===== src/mqlbm_pkg.sv =====
// ----------------------------------------------------------------------------
// mqlbm_pkg
// Shared constants, codes and item types of the multi-queue buffer manager.
// ----------------------------------------------------------------------------
package mqlbm_pkg;

	localparam int NUM_QUEUES_DEF      = 64;
	localparam int NUM_BUFFERS_DEF     = 1024;
	localparam int PRIORITY_LEVELS_DEF = 8;

	// Operation codes carried by the kind field.
	localparam logic [1:0] OP_CREATE  = 2'd0;
	localparam logic [1:0] OP_ENQUEUE = 2'd1;
	localparam logic [1:0] OP_DEQUEUE = 2'd2;

	// Queue status encoding.
	localparam logic [1:0] QSTAT_FREE      = 2'd0;
	localparam logic [1:0] QSTAT_UNSCHED   = 2'd1;
	localparam logic [1:0] QSTAT_SCHEDULED = 2'd2;
	localparam logic [1:0] QSTAT_RUNNABLE  = 2'd3;

	// Queue types that matter to scheduling.
	localparam logic [1:0] TYPE_SCHED = 2'd1;
	localparam logic [1:0] TYPE_PKTIN = 2'd2;

	// Result status codes.
	localparam logic [1:0] ST_OK        = 2'd0;
	localparam logic [1:0] ST_NO_FREE   = 2'd1;
	localparam logic [1:0] ST_NOT_ALLOC = 2'd2;
	localparam logic [1:0] ST_EMPTY     = 2'd3;

	localparam logic [2:0] DEFAULT_PRIORITY_RST = 3'd4;

	// A request after classification by the front part.
	typedef struct packed {
		logic [1:0] kind;
		logic [6:0] handle;
		logic       handle_ok;
		logic [9:0] buffer_index;
		logic [1:0] new_queue_type;
		logic       param_given;
		logic [2:0] new_priority;
	} item_t;

	typedef struct packed {
		logic [6:0] result_handle;
		logic [9:0] out_buffer;
		logic       out_buffer_valid;
		logic       schedule_request;
		logic [2:0] schedule_priority;
		logic [1:0] addressed_type;
		logic [1:0] op_status;
	} result_t;

endpackage


===== src/mqlbm_front.sv =====
// ----------------------------------------------------------------------------
// mqlbm_front
// Accepts requests, checks the handle range and holds them in a short queue.
// ----------------------------------------------------------------------------
module mqlbm_front import mqlbm_pkg::*; #(
	parameter int NUM_QUEUES = NUM_QUEUES_DEF
) (
	input  logic       clk,
	input  logic       arst_n,
	input  logic       push,
	output logic       full,
	input  logic [1:0] kind,
	input  logic [6:0] queue_handle,
	input  logic [9:0] buffer_index,
	input  logic [1:0] new_queue_type,
	input  logic       param_given,
	input  logic [2:0] new_priority,
	output logic       item_avail,
	output item_t      item,
	input  logic       item_take
);

	item_t      ent_q [2];
	logic       wr_ptr_q;
	logic       rd_ptr_q;
	logic [1:0] cnt_q;
	item_t      in_item;
	logic       do_push;
	logic       do_pop;

	always_comb begin
		in_item.kind           = kind;
		in_item.handle         = queue_handle;
		in_item.handle_ok      = (queue_handle != 7'd0) && (int'(queue_handle) <= NUM_QUEUES);
		in_item.buffer_index   = buffer_index;
		in_item.new_queue_type = new_queue_type;
		in_item.param_given    = param_given;
		in_item.new_priority   = new_priority;
	end

	assign full       = (cnt_q == 2'd2);
	assign item_avail = (cnt_q != 2'd0);
	assign item       = ent_q[rd_ptr_q];
	assign do_push    = push && !full;
	assign do_pop     = item_take && item_avail;

	always_ff @(posedge clk) begin
		if (do_push) begin
			ent_q[wr_ptr_q] <= in_item;
		end
	end

	always_ff @(posedge clk or negedge arst_n) begin
		if (!arst_n) begin
			wr_ptr_q <= 1'b0;
			rd_ptr_q <= 1'b0;
			cnt_q    <= 2'd0;
		end else begin
			if (do_push) begin
				wr_ptr_q <= !wr_ptr_q;
			end
			if (do_pop) begin
				rd_ptr_q <= !rd_ptr_q;
			end
			case ({do_push, do_pop})
				2'b10:   cnt_q <= cnt_q + 2'd1;
				2'b01:   cnt_q <= cnt_q - 2'd1;
				default: cnt_q <= cnt_q;
			endcase
		end
	end

endmodule


===== config.mk =====
export PLATFORM = sky130hd
export DESIGN_NAME = mqlbm_front
export DESIGN_NICKNAME = d
export VERILOG_FILES = /design/src/mqlbm_pkg.sv /design/src/mqlbm_front.sv
export SDC_FILE = /design/constraint.sdc
export NUM_CORES = 1
export LEC_CHECK = 0
export BUFFER_PORTS_ARGS = -buffer_cell sky130_fd_sc_hd__buf_2
export CAP_MARGIN = 20
export CORE_MARGIN = 3
export CORE_UTILIZATION = 51
export CTS_CLUSTER_DIAMETER = 60
export CTS_CLUSTER_SIZE = 30
export DETAILED_ROUTE_END_ITERATION = 12
export PLACE_DENSITY_LB_ADDON = 0.05
export SETUP_SLACK_MARGIN = 0.1
export SLEW_MARGIN = 0
export SYNTH_ARGS = -nofsm -noshare
export SYNTH_HDL_FRONTEND = slang
export SYNTH_SLANG_ARGS = --single-unit

===== constraint.sdc =====
create_clock -name clk -period 2.9 [get_ports clk]
set_input_delay 0.435 -clock clk [delete_from_list [all_inputs] [get_ports clk]]
set_output_delay 0.435 -clock clk [all_outputs]
set_load 0.02 [all_outputs]

==> results of run 1 <==
==> final timing paths <==
| check | to | slack (ns) | cells after the start |
|---|---|---|---|
| setup / recovery | item[16] | 0.71 | 3 |
| hold / removal | ent_q[0][13] | 0.33 | 1 |
| setup reg to reg | ent_q[0][8] | 1.09 | 4 |
| hold reg to reg | cnt_q[1] | 0.49 | 1 |
| max in group asynchronous | rd_ptr_q | 2.32 | 2 |
| min in group asynchronous | cnt_q[0] | 0.46 | 2 |
==> metrics by stage <==
stage	setup WS, ns	hold slack (ns)	util [%]
finish	0.7057	0.3258	67.42
CTS	0.6595	0.3116	67.42
detailed placement	0.9967	0.2473	65.05
global placement	1.010	0.2461	65.05
global route	0.6049	0.3013	67.42
floorplan	0.7545	0.1394	-
==> placed cells by master (no fill, tap or decap), types with 2 or more instances in the layout <==
| cell | Yosys | layout |
|---|---|---|
| mux2_2 | 26 | 26 |
| clkbuf_8 | 0 | 5 |
| buf_2 | 3 | 56 |
| dfrtp_1 | 4 | 4 |
| xor2_1 | 2 | 2 |
| xnor2_1 | 4 | 4 |
| clkbuf_1 | 0 | 3 |
| edfxtp_1 | 52 | 52 |
| buf_12 | 0 | 2 |
==> power breakdown <==
group	leakage, uW	internal [uW]	total, uW	switching, uW
logic	0.000406	406	917	511
registers	0.000530	1110	1200	92.5
clock network	0.0000395	172	387	215
==> final cells by class <==
cell class              count  share of cell area [%]
flip-flops and latches     56                   64.88
repair buffers             60                   13.19
well taps                  48                   2.345
clock buffers               8                   3.127
inverters                   1                  0.1466
multi-input cells          42                   16.32
==> kinds of logic after synthesis <==
group	after synthesis
muxes	26
xor gates and xnor gates	6
DFF	56
adders and majority gates	1
and+or+nand+nor	9
buffers and inverters	4
==> metal layers <==
metal  up-vias  wire length, um  part of all wire, %  track usage, %
met2        34             1653                   53           22.56
met5         -                0                    0               0
met3         2              222                  7.1           4.748
met4         0               10                 0.32           7.021
li1        520                -                    -               -
met1       499             1260                   40           15.39
==> repair_timing <==
item                                   in CTS  in global routing
setup buffers                               0                  0
resized for setup                           0                  0
hold buffers                                1                  0
endpoints found under the hold margin       4                  0
==> state kept, by name, indices dropped and copies added, names as in the netlist <==
register and cells:
ent_q 52, cnt_q 2, rd_ptr_q 1, wr_ptr_q 1
==> critical path: stages (launching register included) <==
cell and delay, ns:
dfrtp_1 0.74, buf_12 0.23, mux2_2 0.34, buf_2 0.16
==> results by group, run 1 <==
Logic synthesis
  – Leading area contributor after synthesis: edfxtp_1
  – Synth Cell Area: 2096 um^2
  – Largest family of logic cells by synthesized area: multiplexers
  – Synth Area in Simple Gates: 2.746%
  – Most common cell in the netlist: edfxtp_1
  – Yosys warns: 0
  – Synth top area cells: edfxtp_1, mux2_2, dfrtp_1
  – Yosys cell types: 16
  – Synth Area in Compound Gates: 0%
  – Synthesized flop and latch total: 56
  – Mapped Cells: 102
  – Register area share after synthesis: 79.28%
  – Post-synth top cells: edfxtp_1, mux2_2, dfrtp_1, xnor2_1, buf_2
  – Prevailing post-synth register cell: edfxtp_1
  – Avg Cell Area, Syn: 20.55 um^2
  – Syn Nets: 132
  – Post-Synth XOR/XNOR Area: 2.507%
  – Async set-or-reset flop fraction in the synthesized netlist: 7.143%
  – Area share of the largest cell type after synthesis: 74.51%
  – Post-synth EDFFs: 52
  – Adder-Cell Fraction of Synth Area: 0.5970%
  – Mux contribution to synthesized area: 13.97%

Placed design
  – I/O Buffers: 56
  – GP Congestion: 0.7036
  – Placed cell count: 206
  – Dpl cell area: 2471 um^2
  – DP HPWL: 2275 um

Clock network
  – CTS buffer count: 5
  – CTS clk-pin slew, worst paths: 0.08 ns
  – TritonCTS clock tree: done
  – Worst-Skew Late Latency: 0.30 ns
  – CTS Buffer Depth: 2
  – Clock Tree Root: clkbuf_8
  – # clock sinks: 56
  – H-tree depth: 2

Setup path
  – Setup crit start: rd_ptr_q
  – Critical path arrival: 1.76 ns
  – Startpoint Class: flip-flop
  – Critical-path maximum fanout: 14
  – Origin of the critical flop-to-flop path: cnt_q[0]
  – Crit path kind: reg2out
  – Critical Path Sink Type: output port
  – Worst endpoint required time: 2.47 ns

Drt
  – Avg WL per Cell: 14.64 um
  – Final ANT Viol Nets: 0
  – Vias/cell: 4.907
  – Via count: 1055
  – Initial DRC Count: 49
  – Residual DRC: 0
  – Pre-Repair DR Iteration Count: 4
  – Final wirelength: 3147 um

STA
  – Final min period: 2.194 ns
  – Period utilization: 75.67%
  – RSZ-0062 raised after global routing: no
  – Final Skew: 0.006126 ns
  – Highest clock rate: 455.7 MHz
  – Final Hold Fails: 0
  – Final setup viols: 0
  – Final Max Slew Viols: 0
  – Fin Setup TNS: 0 ns
  – Worst-margin pin slew: 0.7489 ns
  – Max_slew headroom: 50.02%

Global route
  – Vias in the first global route: 1079
  – Largest net degree at the start of global routing: 16
  – Initial antenna violation count: 0
  – Wire length of the first global-routing pass: 5002 um
  – Gr ovfl total: 0
  – All-Layer GR Usage: 13.57%

Status
  – Status: complete, no violations

Layout
  – Final instance area: 2561 um^2
  – Register area: 1662 um^2
  – Multi-input gate area: 417.9 um^2
  – Post-layout instance count excluding filler cells: 215
  – NumNets Final: 196
  – P&R area growth vs syn: 22.21%
  – Layout fillers: 273
  – ANT cells: 0
  – Layout cells sized above 1: 55.69%

Die
  – Ports: 57
  – Initial Utilization: 55.17%
  – FP Rows: 22
  – Full die area: 4915 um^2
  – Die X: 70.11 um
  – Die Y: 70.11 um
  – Core area: 3799 um^2

Power
  – Maximum vdd drop: 0.5378 mV
  – Power Total: 2505 uW
  – PD cells: 978.1 nW/um^2
  – Leak pwr: 0.0009752 uW

Min path
  – Hold path start: buffer_index[7]
  – Worst min path class: in2reg

Flow run
  – Max_cap viols: 0
No activity file was read; power rests on OpenSTA's default activity.
==> run 2, diff against run 1 <==
==> constraint.sdc (replaced) <==
create_clock -name clk -period 2.3 [get_ports clk]
set_input_delay 0.345 -clock clk [delete_from_list [all_inputs] [get_ports clk]]
set_output_delay 0.345 -clock clk [all_outputs]
set_load 0.02 [all_outputs]
==> run 2 against run 1 <==
Net effect:
- global-route usage increased by 0.44 points
- cell area decreased by 0.78%
- clock power increased by 24%
- worst hold slack got worse by 0.095 ns
- die area unchanged
- critical endpoint is now item[21]
- largest cell class unchanged
- highest routed layer unchanged
==> results by group, run 2 (synthesis results as in run 1) <==
Die
  – Initial Utilization: 55.17% (unchanged)
  – Die Y: 70.11 um (unchanged)
  – Die X: 70.11 um (unchanged)
  – Core area: 3799 um^2 (unchanged)
  – FP Rows: 22 (unchanged)
  – Ports: 57 (unchanged)
  – Full die area: 4915 um^2 (unchanged)

Clock network
  – CTS Buffer Depth: 2 (unchanged)
  – Postcts setup bufs: 0 (unchanged)
  – TritonCTS clock tree: done
  – Worst-Skew Late Latency: 0.30 ns (about the same)
  – # clock sinks: 56 (unchanged)
  – Clock Tree Root: clkbuf_8
  – H-tree depth: 2 (unchanged)
  – CTS clk-pin slew, worst paths: 0.09 ns (about the same)
  – CTS buffer count: 5 (unchanged)
  – Number of gates resized after cts: 0 (unchanged)

Global route
  – GR Layer Usage met1: 17.27% (+1.9 points)
  – All-Layer GR Usage: 14.01% (+0.44 points)
  – Gr busiest metal: met2
  – Vias in the first global route: 1099 (+1.9%)
  – Largest net degree at the start of global routing: 27 (+11)
  – Met2 usage: 23.08% (+0.52 points)
  – Initial antenna violation count: 0 (unchanged)
  – Met3 GRT Util: 4.173% (-0.58 points)
  – Gr ovfl total: 0 (unchanged)
  – Wire length of the first global-routing pass: 5230 um (+4.6%)

STA
  – Post-route setup slack: 0.5634 ns (-0.1423 ns)
  – Fin Setup TNS: 0 ns (unchanged)
  – Final Max Slew Viols: 0 (unchanged)
  – Final setup viols: 0 (unchanged)
  – Final Hold Fails: 0 (unchanged)
  – Period utilization: 75.50%
  – Final min period: 1.737 ns
  – Worst-margin pin slew: 0.3558 ns (-0.3931 ns)
  – RSZ-0062 raised after global routing: no
  – Final Skew: 0.004893 ns (-0.001233 ns)
  – Highest clock rate: 575.9 MHz
  – Max_slew headroom: 76.28% (+26 points)

Power
  – PD cells: 1232 nW/um^2 (+26%)
  – Leak pwr: 0.0009735 uW (-0.17%)
  – Maximum vdd drop: 0.8664 mV (+61%)

Placed design
  – GP Congestion: 0.7036 (unchanged)
  – Setup Slack @ Placement: 0.7942 ns (-0.2024 ns)
  – DP HPWL: 2267 um (-0.33%)
  – I/O Buffers: 56 (unchanged)

Drt
  – Residual DRC: 0 (unchanged)
  – Initial DRC Count: 81 (+65%)
  – Final wirelength: 3281 um (+4.3%)
  – Vias/cell: 4.953 (+0.95%)
  – Pre-Repair DR Iteration Count: 4 (unchanged)
  – Via count: 1065 (+0.95%)
  – Final ANT Viol Nets: 0 (unchanged)
  – Avg WL per Cell: 15.26 um (+4.3%)

Layout
  – P&R area growth vs syn: 21.25%
  – Largest registers: ent_q (52), cnt_q (2)
  – Layout cells sized above 1: 56.89% (+1.2 points)
  – Finished Core Util: 66.90% (-0.53 points)
  – Largest register FFs: 52 (unchanged)
  – Largest Register: ent_q
  – Most frequent cells in the layout: buf_2, edfxtp_1, mux2_2, clkbuf_8
  – Commonest non-fill, non-tap cell in the layout: buf_2
  – ANT cells: 0 (unchanged)
  – Register area: 1662 um^2 (unchanged)
  – NumNets Final: 197 (+0.51%)
  – Layout fillers: 266 (-2.6%)
  – Multi-input gate area: 417.9 um^2 (unchanged)

Flow run
  – Max_cap viols: 0 (unchanged)

Setup path
  – Critical Path Sink Type: output port
  – Critical path arrival: 1.39 ns (-0.37 ns)
  – Critical-path maximum fanout: 14 (unchanged)
  – Startpoint Class: flip-flop
  – Worst endpoint required time: 1.96 ns (-0.51 ns)
  – Crit path kind: reg2out

Status
  – Status: complete, no violations

Min path
  – Worst min path class: in2reg
## run 2: per-stage QoR
step           cells  total power, uW  hold WS [ns]  cell area, um^2
2_1_floorplan    102             2316       0.04941             2096
3_3_place_gp     207             2660        0.1524             2454
3_5_place_dp     207             2691        0.1613             2454
4_1_cts          215             3175        0.2244             2541
5_1_grt          215             3302        0.2180             2541
6_report         215             3130        0.2308             2541
## run 2: final cells by class
type                    instances  share of cell area (%)
clock buffers                   6                   2.856
clock inverters                 1                  0.1969
inverters                       1                  0.1477
multi-input cells              42                   16.45
flip-flops and latches         56                   65.39
well taps                      48                   2.363
repair buffers                 61                   12.60
## run 2: worst paths after layout
check                           slack (ns)             from  depth (start not counted)     endpoint
worst min register to register        0.51         cnt_q[1]                          1     cnt_q[1]
worst min-delay path                  0.23  new_priority[2]                          1  ent_q[0][2]
worst max register to register        0.79         cnt_q[0]                          6     cnt_q[1]
max in group asynchronous             1.79           arst_n                          2     rd_ptr_q
worst max-delay path                  0.56         rd_ptr_q                          3     item[21]
min in group asynchronous             0.39           arst_n                          2     wr_ptr_q
## run 2: report_power, final
group,internal [uW],switching (uW),leakage [uW]
registers,1400,72.5,0.000530
logic,486,691,0.000403
clock network,207,274,0.0000410
total,2090,1040,0.000974
## run 2: worst max-delay path, stage by stage, from the launching register on
cell and delay, ns:
dfrtp_1 0.35, buf_4 0.22, mux2_2 0.36, buf_2 0.16
## run 2: what timing repair did
action,4_1_cts,5_1_grt
endpoints found under the hold margin,4,0
hold buffers,1,0
setup endpoints to repair,0,0
## run 2: per-layer routing
metal,part of all wire [%],vias up
li1,-,516
met1,41,512
met2,52,31
met3,5.8,6
met4,1.4,0
met5,0,-
